--- src/rtl/core/evw_pkg.sv ---
// Shared types and constants for the energy VAD window decision block.
package evw_pkg;

    localparam int ENERGY_BITS    = 16;
    localparam int SUM_BITS       = 48;
    localparam int NUM_BITS       = SUM_BITS + 8;
    localparam int THR_BITS       = NUM_BITS + 1;
    localparam int THRESH_BITS    = 16;
    localparam int SCALE_BITS     = 8;
    localparam int PROP_BITS      = 9;
    localparam int CTX_BITS       = 4;
    localparam int CFG_INDEX_BITS = 2;
    localparam int CFG_DATA_BITS  = 16;
    localparam int MAX_RESULTS    = 8;
    localparam int PEND_BITS      = 4;

    localparam logic [THRESH_BITS-1:0] THRESH_RESET = 16'd1280;
    localparam logic [SCALE_BITS-1:0]  SCALE_RESET  = 8'd128;
    localparam logic [PROP_BITS-1:0]   PROP_RESET   = 9'd154;
    localparam logic [CTX_BITS-1:0]    CTX_RESET    = 4'd2;

    localparam logic CMD_FRAME = 1'b0;
    localparam logic CMD_FLUSH = 1'b1;

    typedef enum logic [CFG_INDEX_BITS-1:0] {
        CFG_THRESHOLD  = 2'd0,
        CFG_MEAN_SCALE = 2'd1,
        CFG_PROPORTION = 2'd2,
        CFG_CONTEXT    = 2'd3
    } cfg_reg_t;

    typedef struct packed {
        logic                          cmd;
        logic signed [ENERGY_BITS-1:0] frame_energy;
    } frame_req_t;

    typedef struct packed {
        logic                          is_speech;
        logic signed [ENERGY_BITS-1:0] decided_energy;
        logic                          last;
    } vad_result_t;

    typedef struct packed {
        logic done;
        logic rem_nonzero;
    } div_status_t;

endpackage

--- src/rtl/core/evw_cell.sv ---
// One window cell: holds one energy, takes it from the newer or older neighbor.
module evw_cell
    import evw_pkg::*;
(
    input  logic                          clk,
    input  logic                          push,
    input  logic                          rotate,
    input  logic signed [ENERGY_BITS-1:0] newer,
    input  logic signed [ENERGY_BITS-1:0] older,
    output logic signed [ENERGY_BITS-1:0] energy
);

    logic signed [ENERGY_BITS-1:0] energy_reg;

    always_ff @(posedge clk)
    begin
        priority if (push)
        begin
            energy_reg <= newer;
        end
        else if (rotate)
        begin
            energy_reg <= older;
        end
        else
        begin
            // hold
            energy_reg <= energy_reg;
        end
    end

    assign energy = energy_reg;

endmodule

--- src/rtl/core/evw_div.sv ---
// Restoring divider, one quotient bit per cycle.
module evw_div
    import evw_pkg::*;
#(
    parameter int DIVISOR_BITS = 40
)
(
    input  logic                    clk,
    input  logic                    rst_n,
    input  logic                    start,
    input  logic [NUM_BITS-1:0]     dividend,
    input  logic [DIVISOR_BITS-1:0] divisor,
    output logic [NUM_BITS-1:0]     quotient,
    output div_status_t             status
);

    localparam int STEP_BITS = $clog2(NUM_BITS);

    logic [NUM_BITS-1:0]     quo_reg, quo_next;
    logic [DIVISOR_BITS-1:0] rem_reg, rem_next;
    logic [STEP_BITS-1:0]    step_reg, step_next;
    logic                    run_reg, run_next;
    logic                    done_reg, done_next;
    logic [DIVISOR_BITS:0]   trial;
    logic [DIVISOR_BITS:0]   trial_diff;
    logic                    fits;

    always_comb
    begin
        trial      = {rem_reg, quo_reg[NUM_BITS-1]};
        trial_diff = trial - {1'b0, divisor};
        fits       = trial >= {1'b0, divisor};
        quo_next   = quo_reg;
        rem_next   = rem_reg;
        step_next  = step_reg;
        run_next   = run_reg;
        done_next  = 1'b0;
        if (start)
        begin
            quo_next  = dividend;
            rem_next  = '0;
            step_next = '0;
            run_next  = 1'b1;
        end
        else if (run_reg)
        begin
            // shift in the next dividend bit, subtract when it fits
            quo_next  = {quo_reg[NUM_BITS-2:0], fits};
            rem_next  = fits ? trial_diff[DIVISOR_BITS-1:0] : trial[DIVISOR_BITS-1:0];
            step_next = step_reg + 1'b1;
            if (step_reg == STEP_BITS'(NUM_BITS - 1))
            begin
                run_next  = 1'b0;
                done_next = 1'b1;
            end
        end
    end

    always_ff @(posedge clk or negedge rst_n)
    begin
        if (!rst_n)
        begin
            step_reg <= '0;
            run_reg  <= 1'b0;
            done_reg <= 1'b0;
        end
        else
        begin
            step_reg <= step_next;
            run_reg  <= run_next;
            done_reg <= done_next;
        end
    end

    always_ff @(posedge clk)
    begin
        quo_reg <= quo_next;
        rem_reg <= rem_next;
    end

    assign quotient           = quo_reg;
    assign status.done        = done_reg;
    assign status.rem_nonzero = |rem_reg;

endmodule

--- src/rtl/core/energy_vad_window_decision.sv ---
// Top level of the energy VAD window decision block.
//
// Energy VAD window decision. Each request on the frame channel is either a
// new Q8.8 log energy or a flush. A new energy is added to the saturating
// segment sum and count and pushed into a ring of 2*MAX_CONTEXT+1 cells;
// once more than W frames are held (W = context_frames, limited to
// MAX_CONTEXT) it yields one decision for the frame W back. A flush yields
// up to min(W, 8) decisions for the trailing frames, each over a window
// clipped at the oldest held frame, and then clears the segment. A frame
// that yields a decision passes through these steps before its result is
// loaded into the output register: the sum*scale product, the divider
// launch, the serial mean divider that produces one quotient bit a cycle,
// the ring scan that counts energies above threshold at one cell per
// cycle, and the load of the result, which waits for a free output
// register. A flush reuses its threshold, so every further decision of the
// run adds only another ring scan and load. The frame channel stalls while
// a request is in progress; a finished result may sit in the output
// register while the next request is taken. Configuration writes are
// always ready and must only be made while the block is idle.
module energy_vad_window_decision
    import evw_pkg::*;
#(
    parameter int MAX_CONTEXT = 8,
    parameter int COUNT_BITS  = 32
)
(
    input  logic                      clk,
    input  logic                      rst_n,
    input  logic                      frame_valid,
    output logic                      frame_stall,
    input  frame_req_t                frame,
    output logic                      vad_valid,
    input  logic                      vad_stall,
    output vad_result_t               vad,
    input  logic                      cfg_valid,
    output logic                      cfg_ready,
    input  logic [CFG_INDEX_BITS-1:0] cfg_index,
    input  logic [CFG_DATA_BITS-1:0]  cfg_data
);

    localparam int DEPTH        = 2 * MAX_CONTEXT + 1;
    localparam int USED_BITS    = $clog2(DEPTH + 1);
    localparam int AGE_BITS     = $clog2(DEPTH);
    localparam int DIVISOR_BITS = COUNT_BITS + 8;
    localparam int PW           = USED_BITS + PROP_BITS;

    typedef enum logic [2:0] {
        ST_IDLE,
        ST_MUL,
        ST_DSTART,
        ST_DIV,
        ST_SCAN,
        ST_EMIT
    } state_t;

    // configuration registers
    logic signed [THRESH_BITS-1:0] thresh_reg;
    logic [SCALE_BITS-1:0]         scale_reg;
    logic [PROP_BITS-1:0]          prop_reg;
    logic [CTX_BITS-1:0]           ctx_reg;

    // control and segment state
    state_t                     state_reg, state_next;
    logic [USED_BITS-1:0]       used_reg, used_next;
    logic signed [SUM_BITS-1:0] sum_reg, sum_next;
    logic [COUNT_BITS-1:0]      frames_reg, frames_next;
    logic [COUNT_BITS-1:0]      dec_reg, dec_next;
    logic                       flush_reg, flush_next;
    logic [AGE_BITS-1:0]        age_reg, age_next;
    logic [AGE_BITS-1:0]        lim_reg, lim_next;
    logic [AGE_BITS-1:0]        step_reg, step_next;
    logic [USED_BITS-1:0]       hits_reg, hits_next;
    logic signed [ENERGY_BITS-1:0] pick_reg, pick_next;
    logic signed [NUM_BITS:0]   prod_reg, prod_next;
    logic signed [THR_BITS-1:0] thr_reg, thr_next;
    logic                       out_valid_reg, out_valid_next;
    vad_result_t                out_reg, out_next;

    // datapath helpers
    logic [CTX_BITS-1:0]           half_win;
    logic signed [ENERGY_BITS-1:0] energy_in;
    logic signed [SUM_BITS:0]      sum_wide;
    logic signed [SUM_BITS-1:0]    sum_sat;
    logic [COUNT_BITS-1:0]         frames_inc;
    logic [COUNT_BITS-1:0]         dec_inc;
    logic [USED_BITS-1:0]          cap;
    logic [USED_BITS-1:0]          used_push;
    logic                          decide_now;
    logic [COUNT_BITS-1:0]         pend_diff;
    logic [USED_BITS-1:0]          pend_m1;
    logic [USED_BITS-1:0]          pend_m2;
    logic [PEND_BITS-1:0]          pend;
    logic [AGE_BITS-1:0]           first_age;
    logic [AGE_BITS-1:0]           lim_first;
    logic [AGE_BITS-1:0]           lim_step;
    logic [USED_BITS-1:0]          used_top;
    logic [USED_BITS-1:0]          cand_first;
    logic [USED_BITS-1:0]          cand_step;
    logic [NUM_BITS-1:0]           prod_mag;
    logic signed [THR_BITS-1:0]    quo_s;
    logic signed [THR_BITS-1:0]    quo_adj;
    logic                          above;
    logic [USED_BITS-1:0]          den;
    logic [PW-1:0]                 lhs;
    logic [PW-1:0]                 rhs;
    logic                          speech;
    logic                          out_free;
    logic                          push_en;
    logic                          rot_en;

    // window ring
    logic signed [ENERGY_BITS-1:0] cell_q [DEPTH];
    logic signed [ENERGY_BITS-1:0] newer_in [DEPTH];
    logic signed [ENERGY_BITS-1:0] older_in [DEPTH];

    // divider
    logic                    div_start;
    logic [DIVISOR_BITS-1:0] div_divisor;
    logic [NUM_BITS-1:0]     div_quo;
    div_status_t             div_stat;

    // --------------------------------------------------------------------
    // Configuration port: always ready, masked to each register's width.
    // --------------------------------------------------------------------
    assign cfg_ready = 1'b1;

    always_ff @(posedge clk or negedge rst_n)
    begin
        if (!rst_n)
        begin
            thresh_reg <= THRESH_RESET;
            scale_reg  <= SCALE_RESET;
            prop_reg   <= PROP_RESET;
            ctx_reg    <= CTX_RESET;
        end
        else if (cfg_valid)
        begin
            unique case (cfg_reg_t'(cfg_index))
                CFG_THRESHOLD:  thresh_reg <= cfg_data[THRESH_BITS-1:0];
                CFG_MEAN_SCALE: scale_reg  <= cfg_data[SCALE_BITS-1:0];
                CFG_PROPORTION: prop_reg   <= cfg_data[PROP_BITS-1:0];
                CFG_CONTEXT:    ctx_reg    <= cfg_data[CTX_BITS-1:0];
            endcase
        end
    end

    // --------------------------------------------------------------------
    // Frame bookkeeping: saturating sum and counts, ring fill level.
    // --------------------------------------------------------------------
    assign half_win  = (32'(ctx_reg) > MAX_CONTEXT) ? CTX_BITS'(MAX_CONTEXT) : ctx_reg;
    assign energy_in = frame.frame_energy;

    always_comb
    begin
        sum_wide = (SUM_BITS + 1)'(sum_reg) + (SUM_BITS + 1)'(energy_in);
        // clamp to the signed sum range on overflow
        if (sum_wide[SUM_BITS] != sum_wide[SUM_BITS-1])
        begin
            sum_sat = sum_wide[SUM_BITS] ? {1'b1, {(SUM_BITS - 1){1'b0}}}
                                         : {1'b0, {(SUM_BITS - 1){1'b1}}};
        end
        else
        begin
            sum_sat = sum_wide[SUM_BITS-1:0];
        end
    end

    assign frames_inc = (&frames_reg) ? frames_reg : frames_reg + 1'b1;
    assign dec_inc    = (&dec_reg) ? dec_reg : dec_reg + 1'b1;

    // a full window drops its oldest entries, so the fill just caps at 2W+1
    assign cap        = USED_BITS'({half_win, 1'b1});
    assign used_push  = (used_reg >= cap) ? cap : used_reg + 1'b1;
    assign decide_now = used_push > USED_BITS'(half_win);

    // --------------------------------------------------------------------
    // Flush: number of trailing frames still owed a decision.
    // --------------------------------------------------------------------
    assign pend_diff = (frames_reg >= dec_reg) ? frames_reg - dec_reg : '0;
    assign pend_m1   = (used_reg < USED_BITS'(half_win)) ? used_reg : USED_BITS'(half_win);
    assign pend_m2   = (pend_diff < COUNT_BITS'(pend_m1)) ? USED_BITS'(pend_diff) : pend_m1;
    assign pend      = (32'(pend_m2) > MAX_RESULTS) ? PEND_BITS'(MAX_RESULTS)
                                                    : PEND_BITS'(pend_m2);
    assign first_age = AGE_BITS'(pend - 1'b1);

    // oldest age counted for a flush decision at age a: min(used-1, a+W)
    assign used_top   = used_reg - 1'b1;
    assign cand_first = USED_BITS'(first_age) + USED_BITS'(half_win);
    assign cand_step  = USED_BITS'(age_reg - 1'b1) + USED_BITS'(half_win);
    assign lim_first  = AGE_BITS'((cand_first < used_top) ? cand_first : used_top);
    assign lim_step   = AGE_BITS'((cand_step < used_top) ? cand_step : used_top);

    // --------------------------------------------------------------------
    // Threshold: energy_threshold + floor(sum*scale / (frames*256)).
    // --------------------------------------------------------------------
    assign prod_mag    = prod_reg[NUM_BITS] ? NUM_BITS'(-prod_reg) : NUM_BITS'(prod_reg);
    assign div_start   = (state_reg == ST_DSTART);
    assign div_divisor = {frames_reg, 8'b0};

    evw_div #(
        .DIVISOR_BITS (DIVISOR_BITS)
    ) u_div (
        .clk      (clk),
        .rst_n    (rst_n),
        .start    (div_start),
        .dividend (prod_mag),
        .divisor  (div_divisor),
        .quotient (div_quo),
        .status   (div_stat)
    );

    // negative dividend: floor rounds down one more when a remainder is left
    assign quo_s   = $signed({1'b0, div_quo});
    assign quo_adj = prod_reg[NUM_BITS]
                   ? -quo_s - $signed({{(THR_BITS - 1){1'b0}}, div_stat.rem_nonzero})
                   : quo_s;

    // --------------------------------------------------------------------
    // Ring of cells. Push shifts toward older; during a scan the ring turns
    // toward newer, so cell 0 shows age k at scan step k and a full turn of
    // DEPTH steps restores the ring.
    // --------------------------------------------------------------------
    assign push_en = (state_reg == ST_IDLE) && frame_valid && (frame.cmd == CMD_FRAME);
    assign rot_en  = (state_reg == ST_SCAN);

    for (genvar j = 0; j < DEPTH; j++)
    begin : g_cell
        if (j == 0)
        begin : g_head
            assign newer_in[j] = energy_in;
        end
        else
        begin : g_body
            assign newer_in[j] = cell_q[j-1];
        end

        if (j == DEPTH - 1)
        begin : g_tail
            assign older_in[j] = cell_q[0];
        end
        else
        begin : g_inner
            assign older_in[j] = cell_q[j+1];
        end

        evw_cell u_cell (
            .clk    (clk),
            .push   (push_en),
            .rotate (rot_en),
            .newer  (newer_in[j]),
            .older  (older_in[j]),
            .energy (cell_q[j])
        );
    end

    assign above = THR_BITS'(cell_q[0]) > thr_reg;

    // speech when hits*256 >= frames_in_window*proportion
    assign den    = USED_BITS'(lim_reg) + 1'b1;
    assign lhs    = PW'({hits_reg, 8'b0});
    assign rhs    = PW'(den) * PW'(prop_reg);
    assign speech = lhs >= rhs;

    assign out_free = !out_valid_reg || !vad_stall;

    // --------------------------------------------------------------------
    // Sequencer
    // --------------------------------------------------------------------
    always_comb
    begin
        state_next     = state_reg;
        used_next      = used_reg;
        sum_next       = sum_reg;
        frames_next    = frames_reg;
        dec_next       = dec_reg;
        flush_next     = flush_reg;
        age_next       = age_reg;
        lim_next       = lim_reg;
        step_next      = step_reg;
        hits_next      = hits_reg;
        pick_next      = pick_reg;
        prod_next      = prod_reg;
        thr_next       = thr_reg;
        out_valid_next = out_valid_reg && vad_stall;
        out_next       = out_reg;

        unique case (state_reg)
            ST_IDLE:
            begin
                if (frame_valid)
                begin
                    unique case (frame.cmd)
                        CMD_FRAME:
                        begin
                            sum_next    = sum_sat;
                            frames_next = frames_inc;
                            used_next   = used_push;
                            if (decide_now)
                            begin
                                // decide the frame W back over the whole window
                                dec_next   = dec_inc;
                                flush_next = 1'b0;
                                age_next   = AGE_BITS'(half_win);
                                lim_next   = AGE_BITS'(used_push - 1'b1);
                                state_next = ST_MUL;
                            end
                        end
                        CMD_FLUSH:
                        begin
                            if (pend == '0)
                            begin
                                // nothing owed: drop the segment right away
                                used_next   = '0;
                                sum_next    = '0;
                                frames_next = '0;
                                dec_next    = '0;
                            end
                            else
                            begin
                                flush_next = 1'b1;
                                age_next   = first_age;
                                lim_next   = lim_first;
                                state_next = ST_MUL;
                            end
                        end
                    endcase
                end
            end

            ST_MUL:
            begin
                prod_next  = (NUM_BITS + 1)'(sum_reg) * (NUM_BITS + 1)'($signed({1'b0, scale_reg}));
                state_next = ST_DSTART;
            end

            ST_DSTART:
            begin
                state_next = ST_DIV;
            end

            ST_DIV:
            begin
                if (div_stat.done)
                begin
                    thr_next   = THR_BITS'(thresh_reg) + quo_adj;
                    step_next  = '0;
                    hits_next  = '0;
                    state_next = ST_SCAN;
                end
            end

            ST_SCAN:
            begin
                if ((step_reg <= lim_reg) && above)
                begin
                    hits_next = hits_reg + 1'b1;
                end
                if (step_reg == age_reg)
                begin
                    pick_next = cell_q[0];
                end
                step_next = step_reg + 1'b1;
                if (step_reg == AGE_BITS'(DEPTH - 1))
                begin
                    state_next = ST_EMIT;
                end
            end

            ST_EMIT:
            begin
                if (out_free)
                begin
                    out_valid_next          = 1'b1;
                    out_next.is_speech      = speech;
                    out_next.decided_energy = pick_reg;
                    out_next.last           = !flush_reg || (age_reg == '0);
                    if (flush_reg && (age_reg != '0))
                    begin
                        // advance to the next newer pending frame
                        age_next   = age_reg - 1'b1;
                        lim_next   = lim_step;
                        step_next  = '0;
                        hits_next  = '0;
                        state_next = ST_SCAN;
                    end
                    else
                    begin
                        if (flush_reg)
                        begin
                            used_next   = '0;
                            sum_next    = '0;
                            frames_next = '0;
                            dec_next    = '0;
                        end
                        state_next = ST_IDLE;
                    end
                end
            end

            default:
            begin
                state_next = ST_IDLE;
            end
        endcase
    end

    always_ff @(posedge clk or negedge rst_n)
    begin
        if (!rst_n)
        begin
            state_reg     <= ST_IDLE;
            used_reg      <= '0;
            sum_reg       <= '0;
            frames_reg    <= '0;
            dec_reg       <= '0;
            flush_reg     <= 1'b0;
            age_reg       <= '0;
            lim_reg       <= '0;
            step_reg      <= '0;
            hits_reg      <= '0;
            pick_reg      <= '0;
            prod_reg      <= '0;
            thr_reg       <= '0;
            out_valid_reg <= 1'b0;
            out_reg       <= '0;
        end
        else
        begin
            state_reg     <= state_next;
            used_reg      <= used_next;
            sum_reg       <= sum_next;
            frames_reg    <= frames_next;
            dec_reg       <= dec_next;
            flush_reg     <= flush_next;
            age_reg       <= age_next;
            lim_reg       <= lim_next;
            step_reg      <= step_next;
            hits_reg      <= hits_next;
            pick_reg      <= pick_next;
            prod_reg      <= prod_next;
            thr_reg       <= thr_next;
            out_valid_reg <= out_valid_next;
            out_reg       <= out_next;
        end
    end

    // hold the frame channel while a request is in progress
    assign frame_stall = (state_reg != ST_IDLE);
    assign vad_valid   = out_valid_reg;
    assign vad         = out_reg;

`ifndef NO_ASSERTIONS
    a_rise_from_emit: assert property (@(posedge clk) disable iff (!rst_n)
        $rose(out_valid_reg) |-> $past(state_reg == ST_EMIT))
        else $error("result appeared outside the emit step");

    a_dec_le_frames: assert property (@(posedge clk) disable iff (!rst_n)
        dec_reg <= frames_reg)
        else $error("more decisions than frames");

    a_scan_limit: assert property (@(posedge clk) disable iff (!rst_n)
        (state_reg == ST_SCAN) |-> (USED_BITS'(lim_reg) < used_reg))
        else $error("scan limit beyond held frames");

    a_div_done_state: assert property (@(posedge clk) disable iff (!rst_n)
        div_stat.done |-> (state_reg == ST_DIV))
        else $error("divider finished outside the divide step");

    a_frame_last: assert property (@(posedge clk) disable iff (!rst_n)
        (state_reg == ST_EMIT && out_free && !flush_reg) |=> (vad_valid && vad.last))
        else $error("single frame decision without last");
`endif

endmodule

--- config.mk ---
export PLATFORM = sky130hd
export DESIGN_NAME = energy_vad_window_decision
export DESIGN_NICKNAME = d
export VERILOG_FILES = /design/src/rtl/core/evw_pkg.sv /design/src/rtl/core/evw_cell.sv /design/src/rtl/core/evw_div.sv /design/src/rtl/core/energy_vad_window_decision.sv
export SDC_FILE = /design/constraint.sdc
export NUM_CORES = 2
export LEC_CHECK = 0
export ABC_AREA = 1
export BUFFER_PORTS_ARGS = -buffer_cell sky130_fd_sc_hd__buf_4
export CORE_MARGIN = 4
export CORE_UTILIZATION = 63
export DETAILED_ROUTE_END_ITERATION = 12
export PLACE_DENSITY = 0.82
export SLEW_MARGIN = 10
export SYNTH_ARGS = -nofsm -noshare
export SYNTH_HDL_FRONTEND = slang
export SYNTH_SLANG_ARGS = --single-unit
--- constraint.sdc ---
create_clock -name clk -period 9.7 [get_ports clk]
set_clock_uncertainty 0.2 [all_clocks]
set_input_delay 1.94 -clock clk [delete_from_list [all_inputs] [get_ports clk]]
set_output_delay 1.94 -clock clk [all_outputs]
set_load 0.05 [all_outputs]
[After elaboration in Yosys (flattened, before gate mapping)]
Cells that the tools add are included.
Storage, ports and cells
  register bits: 703
  input port bits: 40
  output and inout bits: 21
  word-level logic and storage cells: 262
Operators by class
  add/subtract/negate cells: 20
  multiply operators: 2
  magnitude comparators: 13
  equal/unequal tests: 27
  multiplexer cells: 118
  bitwise gates (word level): 1
  reductions and logical operators: 38
Operators with widths (count)
  $mux 16: 34
  $mux 48: 7
  $mux 32: 10
  $pmux 32 s2: 4
  $pmux 48 s2: 2
  $mux 56: 3
  $mux 5: 24
  $add 32x1->32 const B: 2
  $reduce_and 32->1: 2
  $pmux 5 s2: 6
  $add 16x57->57: 1
  $gt 16x57->1: 1
  $mul 48x9->57: 1
  $mux 57: 1
  $neg 56->57: 1
  $sub 57x2->57: 1
  $neg 56->56: 1
  $add 48x16->49: 1
  $ge 41x40->1: 1
  $mux 40: 1
  $reduce_or 40->1: 1
  $sub 40x40->40: 1
  $ge 32x32->1: 1
  $lt 32x5->1: 1
  53 further kinds: 111

[Depth between registers and ports, before layout]
  word-level depth: 16
  depth in mapped cells: 49

[By module]
Synthesis repeated with hierarchy kept, for this count alone.
Second synthesis, totals
  cells, all modules: 9416
  area, all modules: 67268.3 µm²
By module, submodules not included
  energy_vad_window_decision: times used 1, cells each 6947, area an instance 46728.6 µm², sequential area each 8192.9 µm²
  evw_cell: times used 17, cells each 69, area an instance 730.7 µm², sequential area each 480.5 µm²
  evw_div: times used 1, cells each 1296, area an instance 8117.8 µm², sequential area each 2682.6 µm²

[Least setup slack after synthesis]
OpenSTA, ideal clock, no wires.
  path kind: in2reg
  start: input frame_valid
  end: register g_cell[0].u_cell.energy_reg[0], enable pin
  library setup time: 2.079 ns
  data arrival time: 7.220 ns
  data required time: 7.421 ns
  setup slack: 0.201 ns
  stages: 6
  path buffers: 2
  path through: inv_1 nor2_1 nand2_1 clkbuf_1 clkbuf_1 nand2_1
On the way
  longest elaborated chain between the ends: 3
RTL lines
  start, declared: line energy_vad_window_decision.sv:29  | input logic frame_valid,
  $logic_and 1x1->1 (2 in series): line energy_vad_window_decision.sv:223  | assign push_en = (state_reg == ST_IDLE) && frame_valid && (frame.cmd == CMD_FRAME);
  $reduce_bool 2->1 (no source line)
  end signal, assigned: line evw_cell.sv:19  | energy_reg <= newer;
  end signal, assigned: line evw_cell.sv:23  | energy_reg <= older;
  end signal, assigned: line evw_cell.sv:28  | energy_reg <= energy_reg;
  end, declared: line evw_cell.sv:13  | logic signed [ENERGY_BITS-1:0] energy_reg;
Every way passes these cells.
A chain may end at the register's enable or synchronous reset.

[Worst setup path in the final report]
  start: register u_div.rem_reg[21]
  end: register thr_reg[44]
On the way
  longest elaborated chain between the ends: 4
RTL lines
  start, declared: line evw_div.sv:20  | logic [DIVISOR_BITS-1:0] rem_reg, rem_next;
  start signal, assigned: line evw_div.sv:78  | rem_reg <= rem_next;
  $reduce_or 40->1: line evw_div.sv:83  | assign status.rem_nonzero = |rem_reg;
  $sub 57x2->57: line energy_vad_window_decision.sv:215  | ? -quo_s - $signed({{(THR_BITS - 1){1'b0}}, div_stat.rem_nonzero})
  $mux 57: line energy_vad_window_decision.sv:215
  $add 16x57->57: line energy_vad_window_decision.sv:345  | thr_next = THR_BITS'(thresh_reg) + quo_adj;
  end signal, assigned: line energy_vad_window_decision.sv:441  | thr_reg <= thr_next;
  end, declared: line energy_vad_window_decision.sv:75  | logic signed [THR_BITS-1:0] thr_reg, thr_next;
Every way passes these cells.

==> summary.txt <==
Outcome
  • Status: finished clean

Worst hold path
  • Hold depth: 2
  • Class of the worst hold path: register to register

Cells and area
  • Diode count: 0
  • Multi-input combinational cell area: 38100 sq um
  • Synthesis-to-finish area growth: 6.66%
  • Most frequent cells in the layout: 2699 x nand2_1, 1453 x inv_1, 557 x o21ai_0
  • Fill count: ~8400
  • Reg area: 19000 sq um
  • Commonest non-fill, non-tap cell in the layout: nand2_1
  • NumNets Final: 9469
  • Max reg flops: 272
  • Share of cells above drive strength 1: 3.93%

Yosys
  • Register area share after synthesis: 29.9%
  • Synth Area in XOR/XNOR: 4.06%
  • Post-synthesis mux area share: 0.106%
  • Mapped Avg Cell Area: between 7 and 8 sq um
  • FF+latch count, synth: 703
  • Mapped Area: 63700 sq um
  • Asr flop ratio synth: 47.7%
  • Netlist cell types: 60
  • Post-Synth Adder-Cell Area: between 10% and 20%
  • Main synth FF type: edfxtp_1
  • Number of flops mapped to enable cells by yosys: roughly 330
  • Post-Synthesis Cells: 8736
  • Warnings from Yosys: 0
  • Largest family of logic cells by synthesized area: simple AND/OR/NAND/NOR gates
  • Post-synthesis simple-gate area fraction: about 25%
  • Compound-Gate Fraction of Synth Area: 11.2%

Critical path
  • Worst EP arrival: 7.56 ns
  • Buf/Inv on CP: 4
  • Critical path endpoint category: register
  • Stages on worst setup path: 31
  • Setup CP Type: register to register
  • Worst Path Required: 10.08 ns
  • Delay-heaviest family, CP: compound AO/OA/AOI/OAI gates
  • Reg2reg path depth: 31
  • Crit path top cell by count: a21oi_1
  • Crit path launch type: register
  • Critical-path top delay cell: nor4_1
  • CP max stage delay: 0.80 ns
  • Max FO, Critical Path: 4

Floorplan
  • Die Y: roughly 330 um
  • DIE AREA: ~110000 sq um
  • Starting density of the core: ~64%
  • CORE AREA: 100000 sq um
  • Total I/O pin count: 61
  • Die width: 326 um
  • FP Rows: 116

Timing
  • # setup viols final: 0
  • Slew Viols, Final: 0
  • RSZ-0062 raised after global routing: false
  • Slew @ Worst Pin: around 1.3 ns
  • Final period util: 74.1%
  • Hold Fails Final Rpt: 0
  • Final setup TNS: 0 ns
  • Minimum clock period: 7.19 ns
  • Fmax: roughly 140 MHz
  • WHS: roughly 0.28 ns
  • Rel. slew slack: under 10%

Placed design
  • PortBufs: roughly 60
  • RePlAce Congestion: 0.995
  • Post-DP HPWL: 137000 um

Clocking
  • Clock Path Buffers: 3
  • Worst skew pair latency: 0.69 ns
  • Clock slew at reported path FFs: 0.06 ns
  • Post-CTS resize count: 0
  • Clk sink count: between 700 and 800
  • Setup bufs post-CTS: 0
  • Post-cts hold buffer count: 0
  • TritonCTS clock tree: built
  • CTS root buf: clkbuf_16
  • H-tree depth: 3
  • CTS Buf Count: 80

Global route
  • Grt total ovfl: 0
  • GRT Total Usage: approximately 33%
  • Vias in the first global route: between 50000 and 60000
  • Antenna violations before repair: 1
  • First-pass GRT wire length: between 200000 and 300000 um
  • Largest net degree at the start of global routing: 146

Routing
  • Drt drc: 0
  • First-pass detailed-route iteration total: 6
  • Initial DRC count: 5419
  • Routed Antenna Nets: 0
  • Via density: 5.75
  • Routed wire length: 179000 um
  • Routed len/inst: around 18 um
  • DR vias: 57500

Run
  • Number of max-cap violations: 0

Power
  • Static Leakage: 35.2 nW
  • Worst VDD drop: 0.375 mV
  • Design Power: 23.3 mW
  • PD cells: 343 nW/um^2
stage by stage:
step / std cells / util [%] / instance area, sq um / worst slack [ns]
floorplan: 8737 / - / 63700 / 0.201
global placement: 9850 / 64.9 / 65000 / 2.75
detailed placement: 9850 / 64.9 / 65000 / 2.68
CTS: 10000 / 67.8 / 67900 / 2.68
global route: 10000 / 67.8 / 67900 / 1.98
finish: 10000 / 67.8 / 67900 / 2.51
cell usage after synthesis, types with 8 or more instances:
| cell | n | share of area (%) |
|---|---|---|
| o221ai_1 | 15 | 0.21 |
| inv_1 | 1458 | 8.6 |
| fa_1 | 321 | 10 |
| xnor2_1 | 121 | 1.7 |
| or2_2 | 60 | 0.59 |
| edfxtp_1 | 328 | 15 |
| xor2_1 | 174 | 2.4 |
| buf_1 | 15 | 0.088 |
| nand3b_1 | 19 | 0.22 |
| o31ai_1 | 13 | 0.15 |
| o21bai_1 | 19 | 0.22 |
| a221oi_1 | 10 | 0.14 |
| dfxtp_1 | 40 | 1.3 |
| o22ai_1 | 25 | 0.25 |
| nor2_1 | 501 | 3.0 |
| a21oi_1 | 429 | 3.4 |
| o21a_1 | 26 | 0.31 |
| nand4_1 | 107 | 1.1 |
| a21boi_0 | 8 | 0.094 |
| o21ai_1 | 37 | 0.29 |
| dfstp_2 | 8 | 0.33 |
| a211oi_1 | 11 | 0.13 |
| nand2_1 | 2702 | 16 |
| clkbuf_1 | 243 | 1.4 |
| o211ai_1 | 23 | 0.27 |
| o21ai_0 | 557 | 4.4 |
| a31oi_1 | 55 | 0.54 |
| nor3_1 | 133 | 1.0 |
| ha_1 | 474 | 9.3 |
| nand3_1 | 284 | 2.2 |
| a32o_1 | 10 | 0.16 |
| buf_2 | 22 | 0.17 |
| nor4_1 | 54 | 0.53 |
| dfrtp_1 | 327 | 13 |
| a21o_1 | 33 | 0.39 |
| a22oi_1 | 9 | 0.11 |
cell families (layout without fill, tap and decap cells):
logic type                 Yosys count  after routing
AOI/OAI and AO/OA                 1295           1295
xor gates and xnor gates           295            295
adders and majority gates          795            795
buffers and inverters             1753           1718
DFF                                703            703
muxes                                6              6
other                                1              2
and+or+nand+nor                   3888           3888
power by group:
group / leakage (nW) / internal, mW / switching (mW)
Sequential: 7.93 / 4.14 / 0.827
Combinational: 25.8 / 5.26 / 9.73
Clock: 1.40 / 1.91 / 1.40
cell type report:
| class | instances | area share (%) |
|---|---|---|
| Clock inverter | 47 | 0.956 |
| Multi-Input combinational cell | 6281 | 56.0 |
| Sequential cell | 703 | 28.0 |
| Tap cell | 1298 | 2.39 |
| Clock buffer | 103 | 3.30 |
| Timing Repair Buffer | 101 | 1.16 |
| Inverter | 1467 | 8.12 |
worst min-delay path, stage by stage (launching register included):
cell     delay (ns)
dfrtp_1        0.35
nand2_1        0.05
nand2_1        0.05
worst paths after layout:
kind                                        start            to  slack [ns]
worst max-delay path            u_div.rem_reg[21]   thr_reg[44]        2.51
worst min-delay path                 pick_reg[10]       vad[11]        0.28
worst max register to register  u_div.rem_reg[21]   thr_reg[44]        2.51
worst min register to register       pick_reg[10]       vad[11]        0.28
max in group asynchronous                   rst_n  prod_reg[56]        6.70
min in group asynchronous                   rst_n   dec_reg[30]        1.07
routing by layer:
layer	vias up	part of all wire (%)	track usage, %
li1	27700	-	-
met4	0	3.8	11.4
met5	-	0	0
met1	27100	43	46.1
met2	2273	45	53.9
met3	411	8.1	5.53
No activity file was read; power rests on OpenSTA's default activity.
